### src/rtl/smsa_pkg.sv
package smsa_pkg;

   localparam int WINDOW_MAX = 64;
   localparam int CELL_IDX_W = $clog2(WINDOW_MAX);
   localparam int LEN_W      = $clog2(WINDOW_MAX + 1);
   localparam int SAMPLE_W   = 16;
   localparam int SUM_W      = SAMPLE_W + 1;
   localparam int COUNT_W    = 32;
   localparam int CSR_ADDR_W = 3;
   localparam int CSR_DATA_W = 32;
   localparam int CFG_LEN_W  = 7;

   // Register index codes (byte address divided by four).
   localparam logic [CSR_ADDR_W-3:0] REG_WINDOW_DAYS = 1'b0;

   typedef logic [SAMPLE_W-1:0] sample_type;

   // Broadcast to every cell of the sorted chain.
   typedef struct packed {
      logic       load;
      logic       clear;
      logic       start;
      logic       remove;
      sample_type sample;
      sample_type oldest;
   } cell_ctrl_type;

   // Handed from a cell to the cell below it.
   typedef struct packed {
      logic       gt_oldest;
      logic       valid;
      sample_type value;
   } cell_down_type;

   // Handed from a cell to the cell above it: its entry after removal.
   typedef struct packed {
      logic       big;
      logic       valid;
      sample_type value;
   } cell_up_type;

endpackage

### src/rtl/smsa_hist_line.sv
module smsa_hist_line
   import smsa_pkg::*;
(
   input  logic                  clock,
   input  logic                  load,
   input  sample_type            sample_in,
   input  logic [CELL_IDX_W-1:0] tap_idx,
   output sample_type            oldest
);

   sample_type hist_ff [WINDOW_MAX];
   sample_type tap_term [WINDOW_MAX];

   // Entry k holds the sample taken k transactions ago.
   always_ff @(posedge clock) begin
      if (load) begin
         hist_ff[0] <= sample_in;
         for (int k = 1; k < WINDOW_MAX; k++) begin
            hist_ff[k] <= hist_ff[k-1];
         end
      end
   end

   for (genvar k = 0; k < WINDOW_MAX; k++) begin : g_tap
      assign tap_term[k] = hist_ff[k] & {SAMPLE_W{tap_idx == CELL_IDX_W'(k)}};
   end

   always_comb begin
      oldest = '0;
      for (int k = 0; k < WINDOW_MAX; k++) begin
         oldest = oldest | tap_term[k];
      end
   end

endmodule

### config.mk
export PLATFORM = sky130hd
export DESIGN_NAME = smsa_hist_line
export DESIGN_NICKNAME = d
export VERILOG_FILES = /design/src/rtl/smsa_pkg.sv /design/src/rtl/smsa_hist_line.sv
export SDC_FILE = /design/constraint.sdc
export NUM_CORES = 1
export LEC_CHECK = 0
export ABC_AREA = 1
export BUFFER_PORTS_ARGS = -buffer_cell sky130_fd_sc_hd__buf_2
export CAP_MARGIN = 25
export CORE_UTILIZATION = 51
export DETAILED_ROUTE_END_ITERATION = 10
export PLACE_DENSITY = 0.69
export SYNTH_ARGS = -nofsm -noshare
export SYNTH_HDL_FRONTEND = slang
export SYNTH_SLANG_ARGS = --single-unit
### constraint.sdc
create_clock -name clock -period 2.29 [get_ports clock]
set_input_delay 0.458 -clock clock [delete_from_list [all_inputs] [get_ports clock]]
set_output_delay 0.458 -clock clock [all_outputs]
set_load 0.01 [all_outputs]
==> flow_summary_export.csv <==
group,metric,value,unit
clocking,cts_tree,"built",
finish,fin_cells,5044,
synth,synth_compound_area_share,0,%
synth,synth_mux_area_share,0,%
global_routing,antenna_found_initial,1,
finish,final_net_count,3924,
min_path,whs_endpoint,"hist_ff[0][4]",
clocking,max-clock-path-buffers,3,
die,dieArea,83400,um^2
clocking,clkLatencyLatePin,0.68,ns
setup_path,crit_path_frequent_cell,"nand2_1",
power_and_ir_drop,p_switching,9590,uW
power_and_ir_drop,combPwrFrac,6.4,%
drt,drt-vias-per-instance,5.96,
die,die_h,289,um
drt,first_pass_iters,6,
synth,ys_ff_latch,1024,
min_path,hold_path_class,"in -> reg",
setup_path,cp_slowest_cell,"bufbuf_16",
setup_path,max_stage_delay,0.33,ns
placement,hpwlAfterDp,70200,um
timing,tightest_slew,0.587,ns
timing,fin_crit,2.59,ns
timing,hold_violations,0,
setup_path,cp.buffers_inverters,6,
power_and_ir_drop,power_leakage,0.0212,uW
synth,synth-adder-area-share,0,%
synth,synth_warnings,0,
timing,setup_slack,-0.304,ns
synth,synth_nets,3613,
power_and_ir_drop,clock_power_share,40.1,%
synth,syn_avg_cell_area,11.7,um^2
synth,ys_async_sr_fraction,0,%
timing,fin_skew,0.0238,ns
placement,placed_cell_area,46400,um^2
outcome,violations,"setup timing",
finish,top_regs,"hist_ff x1024",
die,ios,40,
setup_path,cp.required,1.83,ns
power_and_ir_drop,powerDensity,804,nW/um^2
global_routing,grt_usage,28.4,%
timing,fmax,0.386,GHz
timing,grt_setup_unrepaired,"yes",
setup_path,path_cells,"buf_12 > buf_6 > nor2_4 > buf_8 > bufbuf_16 > nand4_1 > nand2_2 > nor2_2 > nand2_1 > inv_1 > nand2_1 > nor2_1 > nand2_1 > buf_2",
timing,maxSlewViolCount,0,
power_and_ir_drop,seqPwrFrac,53.4,%
setup_path,path_delay_family,"buffers and inverters",
synth,synth_edf_count,1024,
clocking,clkSlewWorstSetupHoldPaths,0.06,ns
synth,yosysTopAreaCellShare,73.3,%
clocking,clock_sinks,1024,
synth,ys_seq_area_share,73.3,%
die,core_area,80900,um^2
finish,drive_above_1_share,18.0,%
drt,ant_nets,0,
drt,wire_per_inst,24.5,um
setup_path,worst-path-max-fanout,15,
synth,synth_ff_type,"edfxtp_1",
finish,top_register,"hist_ff",
flow_run,maxCapViolations,0,
global_routing,grt_overflow,0,
clocking,cts_buffers,102,
power_and_ir_drop,switching_share,22.8,%
timing,slew_headroom,60.9,%
drt,drt-initial-drc-count,3932,
synth,syn_inst,3589,
finish,design_area,52300,um^2
placement,place_inst,4761,
power_and_ir_drop,ir_worst_vdd,1.08,mV
setup_path,start_kind,"input pin",
synth,synth-xor-area-share,0,%
synth,syn_area,41900,um^2
placement,gp_congestion,0.842,
drt,routed_wl,124000,um
timing,period_share,113,%
synth,yosys-top-cells-count,"edfxtp_1, nand3_1, nand2_1",
global_routing,grt_pass1_vias,28600,
synth,yosys.area_share.simple,21.7,%
drt,vias,30100,
setup_path,critPathCaptureType,"output port",
setup_path,reg2reg_to,"hist_ff[0][24]",
synth,synth.most_common_cell,"edfxtp_1",
power_and_ir_drop,p_int,32500,uW
setup_path,arrival,2.14,ns
synth,ys_types,13,
timing,tns,-4.30,ns
timing,setup_viol,16,
drt,drc,0,
clocking,cts-root-buf,"clkbuf_16",
global_routing,grt_pass1_wl,175000,um
synth,synthTopCellsByArea,"edfxtp_1, nand3_1, nand2_1",
finish,utilization,64.6,%
placement,io_buffers,39,
setup_path,crit_type,"in -> out",
min_path,min_path_cells,1,
setup_path,rrSetupSlack,1.46,ns
die,num_rows,104,
clocking,htree_levels,3,
setup_path,reg2regPathDepth,0,
die,start_util,51.8,%
synth,yosysTopAreaCell,"edfxtp_1",
die,die_w,289,um
min_path,worstHoldStart,"sample_in[4]",
synth,synth_top_family_by_area,"simple AND/OR/NAND/NOR gates",
finish,syn2layout_area_growth,24.8,%
outcome,status,"finished with violations",
finish,largest_reg_flops,1024,
global_routing,grt_max_degree,106,
setup_path,r2r-start,"hist_ff[0][8]",
logic make-up after synthesis:
| family | Yosys count |
|---|---|
| buffers and inverters | 530 |
| flip-flops | 1024 |
| AND/OR/NAND/NOR | 2035 |
routing by layer:
metal	vias to the layer above	wire (um)	GRT usage, %
met5	-	0	0
met1	14600	45200	38.4
met4	0	6490	11.9
met3	370	13800	5.66
met2	1935	58100	45.2
li1	13200	-	-
how the worst max path moves through the flow:
stage                 endpoint  slack (ns)  cells after the start       start
finish               oldest[6]       -0.30                     14  tap_idx[2]
global route         oldest[5]       -0.37                     16  tap_idx[4]
CTS                 oldest[13]       -0.31                     16  tap_idx[2]
detailed placement   oldest[3]       -0.51                     16  tap_idx[0]
global placement    oldest[12]       -0.50                     14  tap_idx[2]
floorplan            oldest[3]        0.11                     12  tap_idx[1]
layout by cell type, fill, tap and decap left out, types with 16 or more instances in the layout:
master        n
edfxtp_1   1024
nor2_1      273
buf_12      140
clkbuf_16   126
buf_6        45
clkinv_2     20
buf_4       148
nor2_4       25
nand3_2      16
nand2_2      42
buf_16       21
nor2_2       42
nand3_1     735
nand2_1     674
clkinv_1     24
nand4_1     192
inv_1       301
buf_2        23
power by group through the flow:
stage          sequential (uW)  combinational, uW  clock (uW)
4_1_cts                  22400               2430       17000
5_1_grt                  22600               2810       17600
3_5_place_dp             22800               2180           0
6_report                 22500               2700       16900
2_1_floorplan            22600                756           0
3_3_place_gp             22800               2150           0
final cells by class:
cell class / instances / area [um^2]
timing repair inverter: 1 / 5.00
timing repair buffer: 421 / 5970
multi-input combinational: 2035 / 9760
clock inverter: 67 / 621
tap: 1060 / 1330
inverter: 315 / 1200
fill: 5653 / 28600
antenna: 1 / 2.50
clock buffer: 120 / 2680
sequential: 1024 / 30700
through the flow:
| step | setup slack [ns] | hold slack (ns) | total power, uW |
|---|---|---|---|
| 2_1_floorplan | 0.108 | 0.426 | 23300 |
| 3_3_place_gp | -0.502 | 0.428 | 24900 |
| 3_5_place_dp | -0.510 | 0.433 | 25000 |
| 4_1_cts | -0.307 | 0.000972 | 41900 |
| 5_1_grt | -0.367 | 0.0170 | 43000 |
| 6_report | -0.304 | 0.0210 | 42000 |
what timing repair did:
action,in CTS,in global routing
setup buffers,27,28
hold buffers,14,0
endpoints found under the setup margin,16,16
hold endpoints to repair,14,0
gates resized for setup,134,161
pin swaps,42,91
cloned,14,21
No activity file was read; power rests on OpenSTA's default activity.
